--- config.mk ---
export PLATFORM = sky130hd
export DESIGN_NAME = register_file_alu_executor
export DESIGN_NICKNAME = d
export VERILOG_FILES = /design/src/design/rfe_pkg.sv /design/src/design/rfe_ram.sv /design/src/design/rfe_alu.sv /design/src/design/register_file_alu_executor.sv
export SDC_FILE = /design/constraint.sdc
export NUM_CORES = 2
export LEC_CHECK = 0
export BUFFER_PORTS_ARGS = -buffer_cell sky130_fd_sc_hd__buf_2
export CAP_MARGIN = 20
export CORE_AREA = 10 10 451 321
export DETAILED_ROUTE_END_ITERATION = 16
export DIE_AREA = 0 0 461 331
export HOLD_SLACK_MARGIN = 0.15
export PLACE_DENSITY_LB_ADDON = 0.1
export SLEW_MARGIN = 20
export SYNTH_ARGS = -nofsm -noshare
export SYNTH_HDL_FRONTEND = slang
export SYNTH_SLANG_ARGS = --single-unit
--- constraint.sdc ---
create_clock -name clk -period 9.56 [get_ports clk]
set_clock_uncertainty 0.1 [all_clocks]
set_input_delay 0.956 -clock clk [delete_from_list [all_inputs] [get_ports clk]]
set_output_delay 0.956 -clock clk [all_outputs]
set_load 0.01 [all_outputs]
--- src/design/rfe_pkg.sv ---
`timescale 1ns / 1ps
// Shared types for the register file ALU executor: instruction kinds,
// result status codes, sequencer states and the ALU request bundle.
// No dependencies.
package rfe_pkg;

    typedef enum logic [3:0] {
        K_ADD     = 4'd0,
        K_ADDI    = 4'd1,
        K_SUB     = 4'd2,
        K_MUL     = 4'd3,
        K_AND     = 4'd4,
        K_OR      = 4'd5,
        K_ORI     = 4'd6,
        K_XOR     = 4'd7,
        K_SLL     = 4'd8,
        K_SRL     = 4'd9,
        K_LI      = 4'd10,
        K_DUMP    = 4'd11,
        K_COMMENT = 4'd12,
        K_UNKNOWN = 4'd13,
        K_NEWPROG = 4'd14
    } kind_t;

    typedef enum logic [1:0] {
        STAT_OK      = 2'd0,
        STAT_LIMIT   = 2'd1,
        STAT_HALT    = 2'd2,
        STAT_HALTED  = 2'd3
    } status_t;

    typedef enum logic [2:0] {
        S_IDLE,
        S_RD_A,
        S_RD_B,
        S_EXEC,
        S_EMIT,
        S_DUMP_RD,
        S_DUMP_OUT
    } state_t;

    typedef struct packed {
        kind_t       op;
        logic [31:0] a;
        logic [31:0] b;
        logic [4:0]  shamt;
    } alu_req_t;

    localparam int DATA_W  = 32;
    localparam int COUNT_W = 31;

endpackage

--- src/design/rfe_ram.sv ---
`timescale 1ns / 1ps
// Generic single-write, single-read RAM with registered read data.
// No dependencies.
module rfe_ram #(
    parameter int WIDTH = 32,
    parameter int DEPTH = 32
) (
    input  logic                     clk,
    input  logic                     we,
    input  logic [$clog2(DEPTH)-1:0] waddr,
    input  logic [WIDTH-1:0]         wdata,
    input  logic [$clog2(DEPTH)-1:0] raddr,
    output logic [WIDTH-1:0]         rdata
);

    logic [WIDTH-1:0] mem [DEPTH];
    logic [WIDTH-1:0] rdata_reg;

    always_ff @(posedge clk)
    begin
        if (we)
        begin
            mem[waddr] <= wdata;
        end
        rdata_reg <= mem[raddr];
    end

    assign rdata = rdata_reg;

endmodule

--- src/design/rfe_alu.sv ---
`timescale 1ns / 1ps
// Shared ALU: add, sub, low multiply, logic ops, shifts, pass-through.
// Depends on rfe_pkg.
module rfe_alu (
    input  rfe_pkg::alu_req_t req,
    output logic [31:0]       y
);
    import rfe_pkg::*;

    always_comb
    begin
        case (req.op)
            K_ADD, K_ADDI: y = req.a + req.b;
            K_SUB:         y = req.a - req.b;
            K_MUL:         y = req.a * req.b;
            K_AND:         y = req.a & req.b;
            K_OR, K_ORI:   y = req.a | req.b;
            K_XOR:         y = req.a ^ req.b;
            K_SLL:         y = req.a << req.shamt;
            K_SRL:         y = req.a >> req.shamt;
            K_LI:          y = req.b;
            default:       y = '0;
        endcase
    end

endmodule

--- src/design/register_file_alu_executor.sv ---
`timescale 1ns / 1ps
// Register file ALU executor. An ALU item passes through states RD_B, EXEC and
// EMIT after its transfer before the next item is taken; ignored, halted,
// comment, unknown and new_program items go straight to EMIT; dump reads
// min(NUM_REGS,32) registers via the RAM read port, DUMP_RD then DUMP_OUT each.
// The output register frees the input once loaded; a stalled output holds
// the sequencer. Reset (rst_n low, async) clears control, valid bits (so the
// bank reads zero at once, no clearing pass), counter, halt flag, limit=max.
module register_file_alu_executor #(
    parameter int NUM_REGS = 32
) (
    input  logic        clk,
    input  logic        rst_n,
    // configuration: instruction_limit
    input  logic        cfg_we,
    input  logic [30:0] cfg_wdata,
    // input stream
    input  logic        s_tvalid,
    output logic        s_tready,
    // [4:0] dest_reg, [9:5] src_a_reg, [14:10] src_b_reg, [46:15] immediate
    input  logic [47:0] s_tdata,
    // [3:0] kind
    input  logic [3:0]  s_tuser,
    // output stream
    output logic        m_tvalid,
    input  logic        m_tready,
    // [4:0] reg_index, [36:5] reg_value, [67:37] executed_count
    output logic [71:0] m_tdata,
    // [1:0] status
    output logic [1:0]  m_tuser,
    output logic        m_tlast
);
    import rfe_pkg::*;

    localparam int AW        = $clog2(NUM_REGS);
    localparam int IW        = (AW > 5) ? AW : 5;
    localparam int DUMP_CNT  = (NUM_REGS < 32) ? NUM_REGS : 32;
    localparam logic [4:0] DUMP_LAST = 5'(DUMP_CNT - 1);

    // register index -> RAM address (indexes beyond the bank are gated off)
    function automatic logic [AW-1:0] to_addr(logic [4:0] idx);
        logic [IW-1:0] ext;
        ext = IW'(idx);
        return ext[AW-1:0];
    endfunction

    function automatic logic idx_ok(logic [4:0] idx);
        return (32'(idx) < NUM_REGS);
    endfunction

    // input field unpack
    kind_t       kind_in;
    logic [4:0]  dest_in;
    logic [4:0]  sa_in;
    logic [4:0]  sb_in;
    logic [31:0] imm_in;

    assign kind_in = kind_t'(s_tuser[3:0]);
    assign dest_in = s_tdata[4:0];
    assign sa_in   = s_tdata[9:5];
    assign sb_in   = s_tdata[14:10];
    assign imm_in  = s_tdata[46:15];

    // control state
    state_t                state_reg, state_next;
    logic [COUNT_W-1:0]    limit_reg;
    logic [COUNT_W-1:0]    item_count_reg, item_count_next;
    logic                  halted_reg, halted_next;
    logic [NUM_REGS-1:0]   valid_bits_reg, valid_bits_next;
    logic                  rd_ok_reg, rd_ok_next;
    logic [4:0]            dump_idx_reg, dump_idx_next;
    logic                  out_valid_reg, out_valid_next;

    // payload
    kind_t                 kind_reg, kind_next;
    logic [4:0]            dest_idx_reg, dest_next;
    logic [4:0]            sb_reg, sb_next;
    logic [31:0]           imm_reg, imm_next;
    logic [31:0]           a_reg, a_next;
    status_t               res_status_reg, res_status_next;
    logic [4:0]            res_index_reg, res_index_next;
    logic [31:0]           res_value_reg, res_value_next;
    logic                  wr_pend_reg, wr_pend_next;
    status_t               out_status_reg, out_status_next;
    logic [4:0]            out_index_reg, out_index_next;
    logic [31:0]           out_value_reg, out_value_next;
    logic [COUNT_W-1:0]    out_count_reg, out_count_next;
    logic                  out_last_reg, out_last_next;

    // RAM and ALU hookup
    logic [4:0]            rd_idx;
    logic [31:0]           rd_data;
    logic [31:0]           rd_val;
    logic                  ram_we;
    alu_req_t              alu_req;
    logic [31:0]           alu_y;
    logic                  out_free;
    logic                  s_xfer;

    assign out_free = !out_valid_reg || m_tready;
    assign s_tready = (state_reg == S_IDLE);
    assign s_xfer   = s_tvalid && s_tready;
    // entries never written since reset or new_program read as zero
    assign rd_val   = rd_ok_reg ? rd_data : '0;

    rfe_ram #(
        .WIDTH (DATA_W),
        .DEPTH (NUM_REGS)
    ) u_bank (
        .clk   (clk),
        .we    (ram_we),
        .waddr (to_addr(res_index_reg)),
        .wdata (res_value_reg),
        .raddr (to_addr(rd_idx)),
        .rdata (rd_data)
    );

    always_comb
    begin
        alu_req.op    = kind_reg;
        alu_req.a     = a_reg;
        alu_req.shamt = imm_reg[4:0];
        if (kind_reg == K_ADDI || kind_reg == K_ORI || kind_reg == K_LI)
        begin
            alu_req.b = imm_reg;
        end
        else
        begin
            alu_req.b = rd_val;
        end
    end

    rfe_alu u_alu (
        .req (alu_req),
        .y   (alu_y)
    );

    // sequencer
    always_comb
    begin
        state_next      = state_reg;
        item_count_next = item_count_reg;
        halted_next     = halted_reg;
        valid_bits_next = valid_bits_reg;
        dump_idx_next   = dump_idx_reg;
        out_valid_next  = out_valid_reg && !m_tready;
        kind_next       = kind_reg;
        dest_next       = dest_idx_reg;
        sb_next         = sb_reg;
        imm_next        = imm_reg;
        a_next          = a_reg;
        res_status_next = res_status_reg;
        res_index_next  = res_index_reg;
        res_value_next  = res_value_reg;
        wr_pend_next    = wr_pend_reg;
        out_status_next = out_status_reg;
        out_index_next  = out_index_reg;
        out_value_next  = out_value_reg;
        out_count_next  = out_count_reg;
        out_last_next   = out_last_reg;
        rd_idx          = dump_idx_reg;
        ram_we          = 1'b0;

        case (state_reg)
            S_IDLE:
            begin
                rd_idx = sa_in;
                if (s_xfer)
                begin
                    kind_next       = kind_in;
                    dest_next       = dest_in;
                    sb_next         = sb_in;
                    imm_next        = imm_in;
                    res_status_next = STAT_OK;
                    res_index_next  = dest_in;
                    res_value_next  = '0;
                    wr_pend_next    = 1'b0;
                    state_next      = S_EMIT;
                    if (kind_in == K_NEWPROG)
                    begin
                        item_count_next = '0;
                        halted_next     = 1'b0;
                        valid_bits_next = '0;
                        res_index_next  = '0;
                    end
                    else if (halted_reg)
                    begin
                        res_status_next = STAT_HALTED;
                    end
                    else if (item_count_reg >= limit_reg)
                    begin
                        res_status_next = STAT_LIMIT;
                    end
                    else
                    begin
                        item_count_next = item_count_reg + 1'b1;
                        case (kind_in)
                            K_ADD, K_ADDI, K_SUB, K_MUL, K_AND, K_OR, K_ORI,
                            K_XOR, K_SLL, K_SRL, K_LI:
                            begin
                                // source A read issued this cycle
                                state_next = S_RD_B;
                            end
                            K_DUMP:
                            begin
                                dump_idx_next = '0;
                                state_next    = S_DUMP_RD;
                            end
                            K_COMMENT:
                            begin
                                res_index_next = '0;
                            end
                            default:
                            begin
                                // unknown kind: halt until new_program
                                halted_next     = 1'b1;
                                res_status_next = STAT_HALT;
                            end
                        endcase
                    end
                end
            end
            S_RD_A:
            begin
                rd_idx     = dest_idx_reg;
                state_next = S_RD_B;
            end
            S_RD_B:
            begin
                rd_idx     = sb_reg;
                a_next     = rd_val;
                state_next = S_EXEC;
            end
            S_EXEC:
            begin
                rd_idx          = sb_reg;
                res_value_next  = alu_y;
                res_index_next  = dest_idx_reg;
                res_status_next = STAT_OK;
                wr_pend_next    = 1'b1;
                state_next      = S_EMIT;
            end
            S_EMIT:
            begin
                if (out_free)
                begin
                    ram_we          = wr_pend_reg && idx_ok(res_index_reg);
                    if (ram_we)
                    begin
                        valid_bits_next[to_addr(res_index_reg)] = 1'b1;
                    end
                    out_valid_next  = 1'b1;
                    out_status_next = res_status_reg;
                    out_index_next  = res_index_reg;
                    out_value_next  = res_value_reg;
                    out_count_next  = item_count_reg;
                    out_last_next   = 1'b1;
                    wr_pend_next    = 1'b0;
                    state_next      = S_IDLE;
                end
            end
            S_DUMP_RD:
            begin
                state_next = S_DUMP_OUT;
            end
            S_DUMP_OUT:
            begin
                // address held so read data stays put while the output stalls
                if (out_free)
                begin
                    out_valid_next  = 1'b1;
                    out_status_next = STAT_OK;
                    out_index_next  = dump_idx_reg;
                    out_value_next  = rd_val;
                    out_count_next  = item_count_reg;
                    out_last_next   = (dump_idx_reg == DUMP_LAST);
                    if (dump_idx_reg == DUMP_LAST)
                    begin
                        state_next = S_IDLE;
                    end
                    else
                    begin
                        dump_idx_next = dump_idx_reg + 1'b1;
                        state_next    = S_DUMP_RD;
                    end
                end
            end
            default:
            begin
                state_next = S_IDLE;
            end
        endcase

        rd_ok_next = idx_ok(rd_idx) && valid_bits_reg[to_addr(rd_idx)];
    end

    always_ff @(posedge clk or negedge rst_n)
    begin
        if (!rst_n)
        begin
            state_reg      <= S_IDLE;
            limit_reg      <= '1;
            item_count_reg <= '0;
            halted_reg     <= 1'b0;
            valid_bits_reg <= '0;
            rd_ok_reg      <= 1'b0;
            dump_idx_reg   <= '0;
            out_valid_reg  <= 1'b0;
            wr_pend_reg    <= 1'b0;
        end
        else
        begin
            state_reg      <= state_next;
            if (cfg_we)
            begin
                limit_reg <= cfg_wdata;
            end
            item_count_reg <= item_count_next;
            halted_reg     <= halted_next;
            valid_bits_reg <= valid_bits_next;
            rd_ok_reg      <= rd_ok_next;
            dump_idx_reg   <= dump_idx_next;
            out_valid_reg  <= out_valid_next;
            wr_pend_reg    <= wr_pend_next;
        end
    end

    always_ff @(posedge clk)
    begin
        kind_reg       <= kind_next;
        dest_idx_reg   <= dest_next;
        sb_reg         <= sb_next;
        imm_reg        <= imm_next;
        a_reg          <= a_next;
        res_status_reg <= res_status_next;
        res_index_reg  <= res_index_next;
        res_value_reg  <= res_value_next;
        out_status_reg <= out_status_next;
        out_index_reg  <= out_index_next;
        out_value_reg  <= out_value_next;
        out_count_reg  <= out_count_next;
        out_last_reg   <= out_last_next;
    end

    assign m_tvalid = out_valid_reg;
    assign m_tdata  = {4'b0000, out_count_reg, out_value_reg, out_index_reg};
    assign m_tuser  = out_status_reg;
    assign m_tlast  = out_last_reg;

`ifndef SYNTHESIS
    // new_program wipes bank, counter and halt flag in one step
    a_newprog_clears: assert property (@(posedge clk) disable iff (!rst_n)
        (s_xfer && kind_in == K_NEWPROG) |=>
            (item_count_reg == '0 && !halted_reg && valid_bits_reg == '0))
        else $error("new_program did not clear state");

    // a halted item leaves the counter alone
    a_halted_no_count: assert property (@(posedge clk) disable iff (!rst_n)
        (s_xfer && halted_reg && kind_in != K_NEWPROG) |=> $stable(item_count_reg))
        else $error("counter moved while halted");

    // bank writes only as the result is loaded into the output register
    a_write_with_emit: assert property (@(posedge clk) disable iff (!rst_n)
        ram_we |-> (state_reg == S_EMIT && out_free))
        else $error("bank write outside result load");

    // a non-final dump transfer goes back for the next register
    a_dump_continues: assert property (@(posedge clk) disable iff (!rst_n)
        (state_reg == S_DUMP_OUT && out_free && dump_idx_reg != DUMP_LAST) |=>
            (state_reg == S_DUMP_RD))
        else $error("dump ended early");
`endif

endmodule

==> impl_metrics.py <==
metrics = {
    "outcome": {
        "status": "finished clean",
    },
    "setup_path": {
        "required_ns": 10.07,
        "startpoint": "kind_reg[3]$_DFFE_PP_",
        "critPathMaxStageDelay_ns": 0.56,
        "crit_path_top_delay_cell": "or4b_4",
        "critPathKind": "flop to flop",
        "crit_family": "adder cells",
        "crit_top_cell": "fa_1",
        "crit_path_start_kind": "flop",
        "cp_data_arrival_time_ns": 9.73,
        "worst-path-buf-inv": 7,
        "reg2reg_from": "kind_reg[3]$_DFFE_PP_",
        "critPathCaptureType": "flop",
        "cp_max_fo": 7,
    },
    "finish": {
        "fillers": 10700,
        "largest_register_ffs": 1024,
        "fin_util_pct": 61.1,
        "syn_to_final_growth_pct": 12.1,
        "fin_nets": 6807,
        "top_register": "u_bank.mem",
        "seq_area_sq_um": 39700,
        "multi_input_area_sq_um": 32000,
        "drive_gt1_share_pct": 17.1,
    },
    "timing": {
        "finalCriticalPeriod_ns": 9.22,
        "rsz0062_at_grt": "false",
        "worst_slew_pin_slew_ns": 1.16,
        "slew_violations": 0,
        "finalCritPeriodShare_pct": 96.5,
        "hold_violations": 0,
        "slew_headroom_pct": 21.9,
        "fin_setup_tns_ns": 0,
        "timing.fmax_ghz": 0.108,
        "setup_viol": 0,
    },
    "placed_design": {
        "routabilityCongestion": 1.06,
        "dp_hpwl_um": 176000,
        "numPortBuffers": 159,
    },
    "synth": {
        "syn_area_sq_um": 74500,
        "postSynthAreaPerCell_sq_um": 12.9,
        "yosys_warnings": 0,
        "synth_seq_area_share_pct": 53.3,
        "synth_edf_count": 1212,
        "yosysUniqueCellTypes": 88,
        "syn_inst": 5797,
        "ys_ff_latch": 1350,
        "synth_ff_type": "edfxtp_1",
        "synthArstFlopShare_pct": 7.85,
    },
    "detailed_routing": {
        "wl_um": 254000,
        "ant_nets": 0,
        "vias": 50200,
        "drc": 0,
        "via_per_inst": 6.30,
        "wl_per_cell_um": 31.9,
        "dr.pass1.iters": 9,
        "drt_iter0_drc": 7073,
    },
    "run": {
        "maxCapViolCount": 0,
    },
    "floorplan": {
        "dieArea_sq_um": 153000,
        "start_util_pct": 54.5,
        "die_w_um": 461,
        "die_h_um": 331,
        "rows": 114,
        "core_sq_um": 137000,
        "ios": 165,
    },
    "clock_network": {
        "cts_tree": "done",
        "cts_made_buffers": 134,
        "htree_levels": 4,
        "cts_buffer_depth": 3,
        "clk_pin_slew_ns": 0.07,
        "cts_sinks": 1350,
        "clockRootBuffer": "clkbuf_16",
        "clk_latency_ns": 0.78,
    },
    "global_route": {
        "grt-ovfl-total": 0,
        "grt_use_total_pct": 33.3,
        "grt_max_degree": 93,
        "antenna_found_initial": 23,
        "grt_pass1_vias": 48800,
        "grt_pass1_wl_um": 361000,
    },
    "worst_hold_path": {
        "hold_path_class": "primary input to flop",
        "hp-start": "s_tdata[27]",
    },
}
[metal layers]
metal  global-route usage (%)  part of all wire (%)  vias to the layer above
met2                     43.4                    39                     3072
met3                     11.8                    14                      337
met5                    0.188                 0.074                        -
li1                         -                     -                    21000
met4                     8.19                   2.6                       28
met1                     52.6                    44                    25700
[path summary, 6_finish.rpt]
| kind | slack [ns] | cells past startpoint | end |
|---|---|---|---|
| max in group asynchronous | 7.39 | 3 | rd_ok_reg$_DFF_PN0_ |
| worst min register to register | 0.39 | 2 | valid_bits_reg[27]$_DFFE_PN0P_ |
| worst max register to register | 0.34 | 31 | res_value_reg[27]$_SDFFCE_PN0P_ |
| worst min-delay path | 0.24 | 1 | imm_reg[12]$_DFFE_PP_ |
| worst max-delay path | 0.34 | 31 | res_value_reg[27]$_SDFFCE_PN0P_ |
| min in group asynchronous | 0.63 | 2 | item_count_reg[23]$_DFFE_PN0P_ |
[layout by cell type, fill, tap and decap left out, types with 21 or more instances in the layout]
cell type,n
edfxtp_1,1212
nand2_1,739
nor2_1,514
inv_1,507
fa_1,409
mux4_2,267
ha_1,253
buf_4,252
o21ai_0,238
nand3_1,193
a21oi_1,185
buf_2,159
clkbuf_16,135
xnor2_1,128
mux2i_1,85
dfrtp_1,74
a21o_1,49
mux2_2,41
clkbuf_1,40
nor2_4,36
nor3_1,34
clkinv_1,32
dfxtp_1,32
dfstp_2,31
xor2_1,28
a31oi_1,21
[layout make-up]
type	instances	share of cell area, %
diodes	5	0.0150
inverters	530	2.40
multi-input cells	3602	38.3
repair buffers	439	3.80
clock buffers	179	4.29
clock inverters	66	0.923
well taps	1798	2.69
flip-flops and latches	1350	47.6
[worst reg2reg max path: cells and delay by family, from the launching register on]
kind | cells | cell delay (ns)
buffers and inverters | 7 | 1.38
AO/OA/AOI/OAI | 8 | 1.74
flip-flops | 1 | 0.42
adder cells (fa/ha/maj) | 9 | 3.82
AND/OR/NAND/NOR | 6 | 1.29
multiplexers | 1 | 0.33
[kinds of logic (layout without fill, tap and decap cells)]
logic type / count (synthesis) / after routing / share of synthesized area, %
flops: 1350 / 1350 / 53.3
xor+xnor: 159 / 159 / 1.92
buf+inv: 848 / 1214 / 4.34
compound gates: 712 / 712 / 5.86
simple gates: 1669 / 1669 / 9.44
other cells: 1 / 9 / 0.00503
mux: 396 / 396 / 9.90
fa+ha+maj: 662 / 662 / 15.2
[timing repair]
item / CTS / global route
setup buffers: 0 / 0
setup endpoints to repair: 0 / 8
hold buffers: 1 / 0
gates resized for setup: 0 / 7
endpoints found under the hold margin: 25 / 0
[Yosys cell counts, types with 13 or more instances]
cell type | number | area, sq um
ha_1 | 253 | 3170
o21a_1 | 20 | 150
o21ai_0 | 245 | 1230
nand2_1 | 740 | 2780
mux2i_1 | 85 | 851
or3_1 | 15 | 93.8
and3_1 | 14 | 87.6
o211ai_1 | 13 | 97.6
xor2_1 | 28 | 245
dfxtp_1 | 32 | 641
mux4_2 | 267 | 6010
nand4_1 | 13 | 81.3
dfstp_2 | 31 | 815
edfxtp_1 | 1212 | 36400
buf_1 | 61 | 229
nor2_1 | 552 | 2070
nor3_1 | 39 | 195
dfrtp_1 | 75 | 1880
nor4_1 | 17 | 106
a21oi_1 | 186 | 931
clkinv_1 | 14 | 52.6
a31oi_1 | 22 | 138
fa_1 | 409 | 8190
mux2_2 | 41 | 462
clkbuf_1 | 244 | 916
and2_1 | 17 | 106
nand3_1 | 193 | 966
inv_1 | 510 | 1910
xnor2_1 | 128 | 1120
o22ai_1 | 17 | 106
a211oi_1 | 15 | 113
a221oi_1 | 21 | 184
a21o_1 | 49 | 368
a22o_1 | 20 | 175
[metrics by stage]
step           worst slack (ns)  area (sq um)  hold slack [ns]  instances
2_1_floorplan             0.512         74500            0.357       5800
3_3_place_gp              0.269         78900            0.372       7704
3_5_place_dp              0.161         78900            0.379       7705
4_1_cts                   0.119         83300            0.186       7951
5_1_grt                  0.0479         83500            0.212       7965
6_report                  0.336         83500            0.240       7969
Power is not shown: default switching activity piles up to over one toggle a cycle in this logic, so the estimate is an artifact.
